--- src/sv/utf8d_pkg.sv ---
// shared types and constants for the utf-8 stream decoder
`timescale 1ns / 1ps

package utf8d_pkg;

    localparam int BYTE_W = 8;
    localparam int CP_W   = 21;
    localparam int PEND_W = 2;

    localparam logic [CP_W-1:0]   CP_REPLACEMENT = 21'h00FFFD;
    localparam logic [CP_W-1:0]   CP_QUESTION    = 21'h00003F;

    localparam logic [BYTE_W-1:0] ASCII_MAX = 8'h7F;
    localparam logic [BYTE_W-1:0] CONT_MAX  = 8'hBF;
    localparam logic [BYTE_W-1:0] LEAD2_MAX = 8'hDF;
    localparam logic [BYTE_W-1:0] LEAD3_MAX = 8'hEF;
    localparam logic [BYTE_W-1:0] LEAD4_MAX = 8'hF7;

    localparam logic [PEND_W-1:0] PEND_NONE = 2'd0;
    localparam logic [PEND_W-1:0] PEND_ONE  = 2'd1;
    localparam logic [PEND_W-1:0] PEND_TWO  = 2'd2;
    localparam logic [PEND_W-1:0] PEND_THREE = 2'd3;

    typedef logic [BYTE_W-1:0] byte_t;
    typedef logic [CP_W-1:0]   cp_t;

    typedef struct packed {
        logic emit;
        cp_t  cp;
    } dec_t;

endpackage

--- src/sv/utf8d_byte_if.sv ---
// byte channel interface: valid, ready and one raw byte
`timescale 1ns / 1ps

interface utf8d_byte_if;
    logic                        valid;
    logic                        ready;
    logic [utf8d_pkg::BYTE_W-1:0] in_byte;

    modport source (output valid, output in_byte, input ready);
    modport sink   (input valid, input in_byte, output ready);
endinterface

--- src/sv/utf8d_cp_if.sv ---
// code point channel interface: valid, ready and one code point
`timescale 1ns / 1ps

interface utf8d_cp_if;
    logic                      valid;
    logic                      ready;
    logic [utf8d_pkg::CP_W-1:0] code_point;

    modport source (output valid, output code_point, input ready);
    modport sink   (input valid, input code_point, output ready);
endinterface

--- src/sv/utf8_stream_decoder_unit.sv ---
// top level of the utf-8 stream decoder
//
//  channel   dir   payload            width
//  raw       in    in_byte            8
//  decoded   out   code_point         21
//
// one byte per cycle sustained while decoded does not stall; a byte enters the input
// register, is decoded and lands in the output register
// bytes that only open or extend a sequence produce no item
// a stall on decoded holds the output register and backs up to raw.ready
// rst_n clears sequence state and both valid flags asynchronously
`timescale 1ns / 1ps

module utf8_stream_decoder_unit (
    input  logic        clk,
    input  logic        rst_n,
    utf8d_byte_if.sink  raw,
    utf8d_cp_if.source  decoded
);
    import utf8d_pkg::*;

    logic  stage_valid;
    byte_t stage_data;
    logic  advance;
    logic  fire;
    dec_t  res;

    assign fire = stage_valid && advance;

    utf8d_in_stage u_in (
        .clk     (clk),
        .rst_n   (rst_n),
        .raw     (raw),
        .advance (advance),
        .valid   (stage_valid),
        .data    (stage_data)
    );

    utf8d_core u_core (
        .clk   (clk),
        .rst_n (rst_n),
        .fire  (fire),
        .data  (stage_data),
        .res   (res)
    );

    utf8d_out_stage u_out (
        .clk     (clk),
        .rst_n   (rst_n),
        .load    (fire && res.emit),
        .cp      (res.cp),
        .advance (advance),
        .decoded (decoded)
    );

endmodule

--- src/sv/utf8d_in_stage.sv ---
// input register for raw bytes
`timescale 1ns / 1ps

module utf8d_in_stage (
    input  logic            clk,
    input  logic            rst_n,
    utf8d_byte_if.sink      raw,
    input  logic            advance,
    output logic            valid,
    output utf8d_pkg::byte_t data
);
    import utf8d_pkg::*;

    logic  valid_reg;
    byte_t data_reg;

    // take a new byte when empty or when the held one moves on
    assign raw.ready = !valid_reg || advance;
    assign valid     = valid_reg;
    assign data      = data_reg;

    always_ff @(posedge clk or negedge rst_n)
    begin
        if (!rst_n)
        begin
            valid_reg <= 1'b0;
        end
        else if (raw.ready)
        begin
            valid_reg <= raw.valid;
        end
    end

    always_ff @(posedge clk)
    begin
        if (raw.ready && raw.valid)
        begin
            data_reg <= raw.in_byte;
        end
    end

endmodule

--- src/sv/utf8d_core.sv ---
// decode state and per-byte decode logic
`timescale 1ns / 1ps

module utf8d_core (
    input  logic             clk,
    input  logic             rst_n,
    input  logic             fire,
    input  utf8d_pkg::byte_t data,
    output utf8d_pkg::dec_t  res
);
    import utf8d_pkg::*;

    logic [PEND_W-1:0] pending_reg, pending_next;
    cp_t               partial_reg, partial_next;
    logic              skip_reg, skip_next;
    cp_t               shifted;

    assign shifted = {partial_reg[CP_W-7:0], data[5:0]};

    always_comb
    begin
        pending_next = pending_reg;
        partial_next = partial_reg;
        skip_next    = skip_reg;
        res.emit     = 1'b0;
        res.cp       = '0;
        if (pending_reg != PEND_NONE)
        begin
            // continuation bytes are taken unchecked
            pending_next = pending_reg - PEND_ONE;
            partial_next = shifted;
            if (pending_reg == PEND_ONE)
            begin
                res.emit     = 1'b1;
                res.cp       = shifted;
                partial_next = '0;
            end
        end
        else if (skip_reg && data[7:6] == 2'b10)
        begin
            // drop the tail after an invalid lead
        end
        else
        begin
            skip_next = 1'b0;
            priority if (data <= ASCII_MAX)
            begin
                res.emit = 1'b1;
                res.cp   = {{(CP_W-BYTE_W){1'b0}}, data};
            end
            else if (data <= CONT_MAX)
            begin
                res.emit = 1'b1;
                res.cp   = CP_QUESTION;
            end
            else if (data <= LEAD2_MAX)
            begin
                partial_next = {{(CP_W-5){1'b0}}, data[4:0]};
                pending_next = PEND_ONE;
            end
            else if (data <= LEAD3_MAX)
            begin
                partial_next = {{(CP_W-4){1'b0}}, data[3:0]};
                pending_next = PEND_TWO;
            end
            else if (data <= LEAD4_MAX)
            begin
                partial_next = {{(CP_W-3){1'b0}}, data[2:0]};
                pending_next = PEND_THREE;
            end
            else
            begin
                skip_next = 1'b1;
                res.emit  = 1'b1;
                res.cp    = CP_REPLACEMENT;
            end
        end
    end

    always_ff @(posedge clk or negedge rst_n)
    begin
        if (!rst_n)
        begin
            pending_reg <= PEND_NONE;
            partial_reg <= '0;
            skip_reg    <= 1'b0;
        end
        else if (fire)
        begin
            pending_reg <= pending_next;
            partial_reg <= partial_next;
            skip_reg    <= skip_next;
        end
    end

`ifndef ASSERT_OFF
    a_no_skip_in_seq: assert property (@(posedge clk) disable iff (!rst_n)
        !(skip_reg && pending_reg != PEND_NONE))
        else $error("skipping while a sequence is open");

    a_last_cont_emits: assert property (@(posedge clk) disable iff (!rst_n)
        fire && pending_reg == PEND_ONE |-> res.emit)
        else $error("last continuation byte gave no code point");

    a_bad_lead_skips: assert property (@(posedge clk) disable iff (!rst_n)
        fire && pending_reg == PEND_NONE && data > LEAD4_MAX |=> skip_reg)
        else $error("invalid lead did not start skipping");

    a_lead_no_emit: assert property (@(posedge clk) disable iff (!rst_n)
        fire && pending_reg == PEND_NONE && data > CONT_MAX && data <= LEAD4_MAX
        |-> !res.emit)
        else $error("lead byte emitted a code point");
`endif

endmodule

--- src/sv/utf8d_out_stage.sv ---
// output register for decoded code points
`timescale 1ns / 1ps

module utf8d_out_stage (
    input  logic            clk,
    input  logic            rst_n,
    input  logic            load,
    input  utf8d_pkg::cp_t  cp,
    output logic            advance,
    utf8d_cp_if.source      decoded
);
    import utf8d_pkg::*;

    logic valid_reg;
    cp_t  cp_reg;

    // free when empty or when the held item is taken this cycle
    assign advance            = !valid_reg || decoded.ready;
    assign decoded.valid      = valid_reg;
    assign decoded.code_point = cp_reg;

    always_ff @(posedge clk or negedge rst_n)
    begin
        if (!rst_n)
        begin
            valid_reg <= 1'b0;
        end
        else if (load)
        begin
            valid_reg <= 1'b1;
        end
        else if (decoded.ready)
        begin
            valid_reg <= 1'b0;
        end
    end

    always_ff @(posedge clk)
    begin
        if (load)
        begin
            cp_reg <= cp;
        end
    end

endmodule

--- src/flat_wrapper.sv ---
// flat-port wrapper written by rule: the top's interface ports become plain ports
module utf8_stream_decoder_unit_flat import utf8d_pkg::*;
  (clk, rst_n, raw_valid, raw_in_byte, raw_ready, decoded_valid, decoded_code_point, decoded_ready);
  utf8d_byte_if raw_i ();
  utf8d_cp_if decoded_i ();
  input  logic clk;
  input  logic rst_n;
  input wire logic [$bits(raw_i.valid)-1:0] raw_valid;
  input wire logic [$bits(raw_i.in_byte)-1:0] raw_in_byte;
  output wire logic [$bits(raw_i.ready)-1:0] raw_ready;
  output wire logic [$bits(decoded_i.valid)-1:0] decoded_valid;
  output wire logic [$bits(decoded_i.code_point)-1:0] decoded_code_point;
  input wire logic [$bits(decoded_i.ready)-1:0] decoded_ready;
  assign raw_i.valid = raw_valid;
  assign raw_i.in_byte = raw_in_byte;
  assign raw_ready = raw_i.ready;
  assign decoded_valid = decoded_i.valid;
  assign decoded_code_point = decoded_i.code_point;
  assign decoded_i.ready = decoded_ready;
  utf8_stream_decoder_unit u_core (.clk(clk), .rst_n(rst_n), .raw(raw_i), .decoded(decoded_i));
endmodule
--- config.mk ---
export PLATFORM = sky130hd
export DESIGN_NAME = utf8_stream_decoder_unit_flat
export DESIGN_NICKNAME = d
export VERILOG_FILES = /design/src/sv/utf8d_pkg.sv /design/src/sv/utf8d_byte_if.sv /design/src/sv/utf8d_cp_if.sv /design/src/sv/utf8_stream_decoder_unit.sv /design/src/sv/utf8d_in_stage.sv /design/src/sv/utf8d_core.sv /design/src/sv/utf8d_out_stage.sv /design/src/flat_wrapper.sv
export SDC_FILE = /design/constraint.sdc
export NUM_CORES = 1
export LEC_CHECK = 0
export BUFFER_PORTS_ARGS = -buffer_cell sky130_fd_sc_hd__buf_2
export CAP_MARGIN = 20
export CORE_MARGIN = 2
export CORE_UTILIZATION = 58
export DETAILED_ROUTE_END_ITERATION = 7
export GPL_TIMING_DRIVEN = 0
export PLACE_DENSITY = 0.82
export SKIP_CTS_REPAIR_TIMING = 1
export SYNTH_ARGS = -nofsm -noshare
export SYNTH_HDL_FRONTEND = slang
export SYNTH_SLANG_ARGS = --single-unit
--- constraint.sdc ---
create_clock -name clk -period 6.9 [get_ports clk]
set_input_delay 0.345 -clock clk [delete_from_list [all_inputs] [get_ports clk]]
set_output_delay 0.345 -clock clk [all_outputs]
set_load 0.05 [all_outputs]
# [Word level (Yosys, flattened, before mapping)]
# Index checks and enable logic that the tools add are counted.
[word_totals] input_bits=12 regBits=49 elab_cells=63 out_inout_bits=23
[op_classes] mux=30 n_lt_le_gt_ge=5 reduce_logical=13 n_eq_ne=5 add_sub_neg=1 bitwise_logic=2
[op_table] operator="two-way mux 22 bit" n=8
[op_table] operator="two-way mux 15 bit" n=8
[op_table] operator="<= comparator 8 bit (second input constant)" n=4
[op_table] operator="two-way mux 2 bit" n=7
[op_table] operator="<= comparator 8 x 7 -> 1 bit (second input constant)" n=1
[op_table] operator="two-way mux 1 bit" n=7
[op_table] operator="inequality test 2 bit (second input constant)" n=3
[op_table] operator="AND reduction 5 bit" n=1
[op_table] operator="logical AND 1 bit" n=4
[op_table] operator="nonzero test 2 bit" n=2
[op_table] operator="nonzero test 4 bit" n=1
[op_table] operator="AND reduction 3 bit" n=1
[op_table] operator="equality test 2 x 1 -> 1 bit (second input constant)" n=1
[op_table] operator="equality test 2 bit (second input constant)" n=1
[op_table] operator="zero test 1 bit" n=2
[op_table] operator="logical OR 1 bit" n=2
[op_table] operator="inverter 1 bit" n=2
[op_table] operator="subtractor 2 x 1 -> 2 bit (second input constant)" n=1

# [Longest topological paths before layout]
[depth] depth_word=10 depth_mapped=6 mapped_depth_nobuf=4

# [Hierarchy]
# A second synthesis with hierarchy kept.
[unflattened] hier_cells=154 area_unflattened_um2=2125.8
[by_module_without_submodules] mod="utf8d_core" area_each_um2=1141.1 instances=1 cells_per_inst=116 seq_area_each_um2=450.4
[by_module_without_submodules] mod="utf8d_out_stage" area_each_um2=678.2 instances=1 cells_per_inst=24 seq_area_each_um2=655.6
[by_module_without_submodules] mod="utf8d_in_stage" area_each_um2=294.0 instances=1 cells_per_inst=12 seq_area_each_um2=265.3
[by_module_without_submodules] mod="utf8_stream_decoder_unit" area_each_um2=12.5 instances=1 cells_per_inst=2 seq_area_each_um2=0.0

# [Worst setup path before layout]
# OpenSTA, ideal clock, no wires.
[synth_path] path_kind="flip-flop to flip-flop" from="reg u_core.u_in.data_reg[6], in the netlist u_core.u_in.data[6]" to="reg u_core.u_out.cp_reg[0], in the netlist u_core.u_out.decoded.code_point[0] (enable)" path_slack_ns=4.164 arrival_ns=2.311 setup_ns=0.425 path_stages_with_launch=4 synth_period_minus_slack_ns=2.736 cell_sequence="edfxtp_1 > nor2_1 > a2111oi_4 > nor3_1"
[synth_via] elab_chain_len=9 elab_cells_between_ends=15 cone_classes="order compare (5); eq/ne (1); mux (7); reduce/logical (2)"
[synth_rtl] item="from (decl)" line="utf8d_in_stage.sv:15" text="byte_t data_reg;"
[synth_rtl] item="from (signal assigned)" line="utf8d_in_stage.sv:38" text="data_reg <= raw.in_byte;"
[synth_rtl] item="<= comparator 8 bit" line="utf8d_core.sv:66" text="else if (data <= LEAD4_MAX)"
[synth_rtl] item="two-way mux 22 bit" line="utf8d_core.sv:66"
[synth_rtl] item="two-way mux 22 bit" line="utf8d_core.sv:61" text="else if (data <= LEAD3_MAX)"
[synth_rtl] item="two-way mux 22 bit" line="utf8d_core.sv:56" text="else if (data <= LEAD2_MAX)"
[synth_rtl] item="two-way mux 22 bit" line="utf8d_core.sv:51" text="else if (data <= CONT_MAX)"
[synth_rtl] item="two-way mux 22 bit" line="utf8d_core.sv:46" text="priority if (data <= ASCII_MAX)"
[synth_rtl] item="two-way mux 22 bit (*)" line="utf8d_core.sv:39" text="else if (skip_reg && data[7:6] == 2'b10)"
[synth_rtl] item="two-way mux 22 bit (*)" line="utf8d_core.sv:27" text="if (pending_reg != PEND_NONE)"
[synth_rtl] item="logical AND 1 bit (*)" line="utf8_stream_decoder_unit.sv:50" text=".load (fire && res.emit),"
[synth_rtl] item="net u_core.u_out.load" line="utf8d_out_stage.sv:7" text="input logic load,"
[synth_rtl] item="to (signal assigned)" line="utf8d_out_stage.sv:42" text="cp_reg <= cp;"
[synth_rtl] item="to (decl)" line="utf8d_out_stage.sv:15" text="cp_t cp_reg;"
# The timed path passes the listed nets; every way through them passes the cells marked *.
# A chain may end at the register's enable or synchronous reset.

# [Final worst setup path]
[layout_path] from="reg u_core.u_core.pending_reg[1]" to="reg u_core.u_out.cp_reg[3], in the netlist u_core.u_out.decoded.code_point[3] (enable)"
[layout_via] elab_chain_len=4 elab_cells_between_ends=5 cone_classes="eq/ne (1); mux (2); reduce/logical (2)"
[layout_rtl] item="from (decl)" line="utf8d_core.sv:13" text="logic [PEND_W-1:0] pending_reg, pending_next;"
[layout_rtl] item="from (signal assigned)" line="utf8d_core.sv:90" text="pending_reg <= pending_next;"
[layout_rtl] item="equality test 2 x 1 -> 1 bit" line="utf8d_core.sv:32" text="if (pending_reg == PEND_ONE)"
[layout_rtl] item="two-way mux 22 bit" line="utf8d_core.sv:32"
[layout_rtl] item="two-way mux 22 bit (*)" line="utf8d_core.sv:27"
[layout_rtl] item="logical AND 1 bit (*)" line="utf8_stream_decoder_unit.sv:50"
[layout_rtl] item="net u_core.u_out.load" line="utf8d_out_stage.sv:7"
# Marked as above.

==> results.md <==
* Number of buffers on the longest clock path at 2
* Crit path capture type: flip-flop
* Standard-cell row count at 21
* # setup viols final at 0
* Flop and latch count out of synthesis at 49
* Arithmetic-cell share of the synthesized area counting full adders, half adders and majority gates at 0%
* Run status: finished, final reports clean
* Post-synthesis mux area share at under 10%
* Final hold slack at 0.152 ns
* Height of the die at between 60 and 70 um
* Die Footprint at ~0.0039 mm2
* Final Cycle Share at a little under a third
* Max reg flops at 21
* Startpoint-to-endpoint class of the critical path: reg2reg
* Via Count at 1,367
* Number of standard cells in the final layout excluding fillers at 248
* Headroom to the max-slew limit at 52.2%
* Via count of the first global-routing pass at 1,277
* Sequential-to-total area share from yosys stat at 68.7%
* Number of buffers added on ports at 34
* Number of nets with antenna violations after routing at 0
* Setup repair after global routing missed its margin: false
* Cell-internal power at 612 uW
* Number of standard cells after synthesis at 158
* Worst-skew pair later-pin latency at 0.36 ns
* # clock sinks at 49
* CTS HTree Levels at 2
* Type of the tightest min-delay check: in2reg
* Crit-path cells: clkbuf_1 > clkbuf_1 > nor3_2 > buf_8
* Maximum number of pins on one net before global-route repair at 21
* Final Skew at ~0.011 ns
* Slowest library cell on the worst path: sky130_fd_sc_hd__nor3_2
* Global placer's final weighted congestion at about 0.85
* # IOs at 35
* Worst Path Arrival at approximately 2.3 ns
* Worst path most repeated cell: sky130_fd_sc_hd__clkbuf_1
* Cell depth of the worst hold path at 1
* Crit path max fanout at 14
* Pwr dens at approximately 420 mW/mm2
* Initial antenna violation count at 0
* Combinational fraction of design power at a little over a third
* Hold Path Origin: raw_in_byte[3]
* Final Max Tran Viols at 0
* Net switching power figure at 367 uW
* Area growth, synth to finish at 18.0%
* Flop2flop setup slack at 4.73 ns
* Core outline area at around 0.0033 mm2
* First-pass GRT wire length at slightly above 6000 um
* Fraction of final layout cells sized beyond drive strength 1 at between 20% and 30%
* Width of the die at ~63 um
* CTS tree: done
* Proportion of power drawn by flip-flops and latches at between 40 and 50%
* Upper clock frequency limit at roughly 460 MHz
* Cell class contributing the biggest share of worst-path delay: buffers and inverters
* Number of maximum-capacitance violations at 0
* Number of instances in the placed design at around 240
* Fraction of the mapped netlist area in compound gates at 14.0%
* Aggregate global routing overflow at 0
* Endpoint of the worst hold path: u_core.u_in.data[3]
* Slack of the critical path at approximately 4.7 ns
* Sw frac at between 30% and 40%
* Number of endpoints with negative hold slack in the final report at 0
* Starting density of the core at between 60 and 70%
* Number of vias per cell at 5.51
* Crit path launch type: flip-flop
* XOR/XNOR Fraction of Synth Area at 0%
* DRC violations left at 0
* Net count of the finished layout at around 210
* FF-to-FF Start: u_core.u_core.pending_reg[1]
* Antenna diode instance count at 0
* Dominant combinational cell family by area after synthesis: compound AO/OA/AOI/OAI gates
* Cell area after technology mapping at about 0.002 mm2
* Final worst path period need at about 2.2 ns
* Drt first pass iters at 4
* VDD IR-drop max at around 0.25 mV
* Root cell of the clock tree: sky130_fd_sc_hd__clkbuf_4
* Post-synth net total at 170
* Setup tns final at 0 ns
* Fraction of power consumed by the clock network at between 20% and 30%
* Worst slew pin tran at 0.713 ns
* Post-placement worst setup slack at between 4 and 5 ns
* Terminus of the critical flop-to-flop path: u_core.u_out.decoded.code_point[3]
* Total GRT Usage at about a fifth
* CP Buf/Inv Count at 3
* P_leak at slightly below 0.001 uW
* Delay of the slowest cell on the worst path at between 0.6 and 0.7 ns
* Number of clock buffers inserted by TritonCTS at 5
* Count of synthesis-stage warnings from yosys at 0
* Number of distinct library cells after synthesis at 31
* Detailed-route wire length per cell at roughly 15 um
* Avg Cell Area, Syn at approximately 13 um2
* Clock transition at the register clock pins on the worst setup and hold paths after CTS at around 0.13 ns
* Fill cell count at about 240
* Endpoint required time on the critical path at approximately 7 ns
* Post-detailed-placement half-perimeter wirelength at around 2600 um
* Overall routed net length at roughly 3600 um
* Length in cells of the worst reg-to-reg path at 4
* Simple-gate share of the synthesized area at between 10% and 20%
* 1st-iter DRT viols at 84
power by group through the flow:
stage | Sequential (uW) | Clock (uW) | Combinational, uW
floorplan | 554 | 0 | 148
global placement | 445 | 0 | 325
detailed placement | 448 | 0 | 340
CTS | 441 | 201 | 341
global route | 450 | 215 | 367
finish | 441 | 198 | 341
logic make-up after synthesis:
family	count (synthesis)
flops	49
mux	3
simple gates	45
compound gates	40
buf+inv	21
synthesized netlist by cell type:
cell type	count	share of area, %
sky130_fd_sc_hd__clkbuf_1	4	0.75
sky130_fd_sc_hd__nor2b_1	2	0.63
sky130_fd_sc_hd__o21ai_1	2	0.50
sky130_fd_sc_hd__and2_4	1	0.44
sky130_fd_sc_hd__o22ai_1	6	1.9
sky130_fd_sc_hd__nand3_1	10	2.5
sky130_fd_sc_hd__a22o_1	3	1.3
sky130_fd_sc_hd__and3_4	1	0.56
sky130_fd_sc_hd__o211ai_1	2	0.75
sky130_fd_sc_hd__nand4b_1	1	0.44
sky130_fd_sc_hd__nor2_1	10	1.9
sky130_fd_sc_hd__a2111oi_4	1	1.4
sky130_fd_sc_hd__inv_1	13	2.4
sky130_fd_sc_hd__and3_1	1	0.31
sky130_fd_sc_hd__o21ai_0	13	3.3
sky130_fd_sc_hd__nor3b_1	1	0.38
sky130_fd_sc_hd__and2_1	2	0.63
sky130_fd_sc_hd__mux2i_1	2	1.0
sky130_fd_sc_hd__buf_2	4	1.0
sky130_fd_sc_hd__o21a_1	6	2.3
sky130_fd_sc_hd__nand2_1	8	1.5
sky130_fd_sc_hd__dfrtp_1	20	25
sky130_fd_sc_hd__nor3_1	3	0.75
sky130_fd_sc_hd__nor2_2	1	0.31
sky130_fd_sc_hd__nand2b_1	4	1.3
sky130_fd_sc_hd__a21oi_1	1	0.25
sky130_fd_sc_hd__mux2_2	1	0.56
sky130_fd_sc_hd__a21o_1	4	1.5
sky130_fd_sc_hd__a211o_1	1	0.44
sky130_fd_sc_hd__edfxtp_1	29	44
sky130_fd_sc_hd__o41ai_1	1	0.44
worst max path at each step:
stage                                             from                             endpoint  cells after the start
final                     u_core.u_core.pending_reg[1]   u_core.u_out.decoded.code_point[3]                      4
after floorplan                    u_core.u_in.data[6]   u_core.u_out.decoded.code_point[0]                      3
after CTS                 u_core.u_core.pending_reg[1]  u_core.u_out.decoded.code_point[15]                      4
after global routing      u_core.u_core.pending_reg[1]  u_core.u_out.decoded.code_point[10]                      4
after global placement    u_core.u_core.pending_reg[1]  u_core.u_out.decoded.code_point[15]                      3
after detailed placement  u_core.u_core.pending_reg[1]   u_core.u_out.decoded.code_point[1]                      4
placed cells by master (no fill, tap or decap), types with 2 or more instances in the layout:
| cell type | instances |
|---|---|
| sky130_fd_sc_hd__buf_2 | 38 |
| sky130_fd_sc_hd__edfxtp_1 | 29 |
| sky130_fd_sc_hd__dfrtp_1 | 20 |
| sky130_fd_sc_hd__inv_1 | 13 |
| sky130_fd_sc_hd__o21ai_0 | 13 |
| sky130_fd_sc_hd__nor2_1 | 10 |
| sky130_fd_sc_hd__nand3_1 | 10 |
| sky130_fd_sc_hd__nand2_1 | 8 |
| sky130_fd_sc_hd__o22ai_1 | 6 |
| sky130_fd_sc_hd__o21a_1 | 6 |
| sky130_fd_sc_hd__clkbuf_4 | 5 |
| sky130_fd_sc_hd__nand2b_1 | 4 |
| sky130_fd_sc_hd__clkbuf_1 | 4 |
| sky130_fd_sc_hd__a21o_1 | 4 |
| sky130_fd_sc_hd__a22o_1 | 3 |
| sky130_fd_sc_hd__nor2b_1 | 2 |
| sky130_fd_sc_hd__mux2i_1 | 2 |
| sky130_fd_sc_hd__o211ai_1 | 2 |
| sky130_fd_sc_hd__and2_1 | 2 |
| sky130_fd_sc_hd__o21ai_1 | 2 |
| sky130_fd_sc_hd__nor3_1 | 2 |
| sky130_fd_sc_hd__bufinv_16 | 2 |
layout make-up:
cell class	count	area [um2]	share of cell area (%)
tap	46	57.6	2.44
clock buffer	5	37.5	1.59
sequential	49	1370	58.2
clock inverter	3	65.1	2.76
timing repair buffer	36	195	8.28
inverter	13	48.8	2.07
buffer	8	35.0	1.49
multi-input combinational	88	547	23.2
through the flow:
step | util, % | area, um2 | power, uW
global placement | 67.2 | 2220 | 770
finish | 71.2 | 2360 | 980
CTS | 70.9 | 2350 | 983
detailed placement | 67.8 | 2240 | 788
floorplan | - | 2000 | 703
global route | 71.2 | 2360 | 1030
per-layer routing:
layer | track usage [%] | vias to the layer above | share of wire, %
met2 | 33.5 | 56 | 52
li1 | - | 651 | -
met4 | 7.22 | 0 | 1.2
met1 | 26.5 | 654 | 40
met3 | 5.59 | 6 | 6.2
met5 | 0 | - | 0
worst reg2reg max path, delay by kind of cell (launching register included):
kind	cells	cell delay, ns
buffers and inverters	3	0.81
and+or+nand+nor	1	0.67
DFF	1	0.42
(Power assumes the default switching activity.)
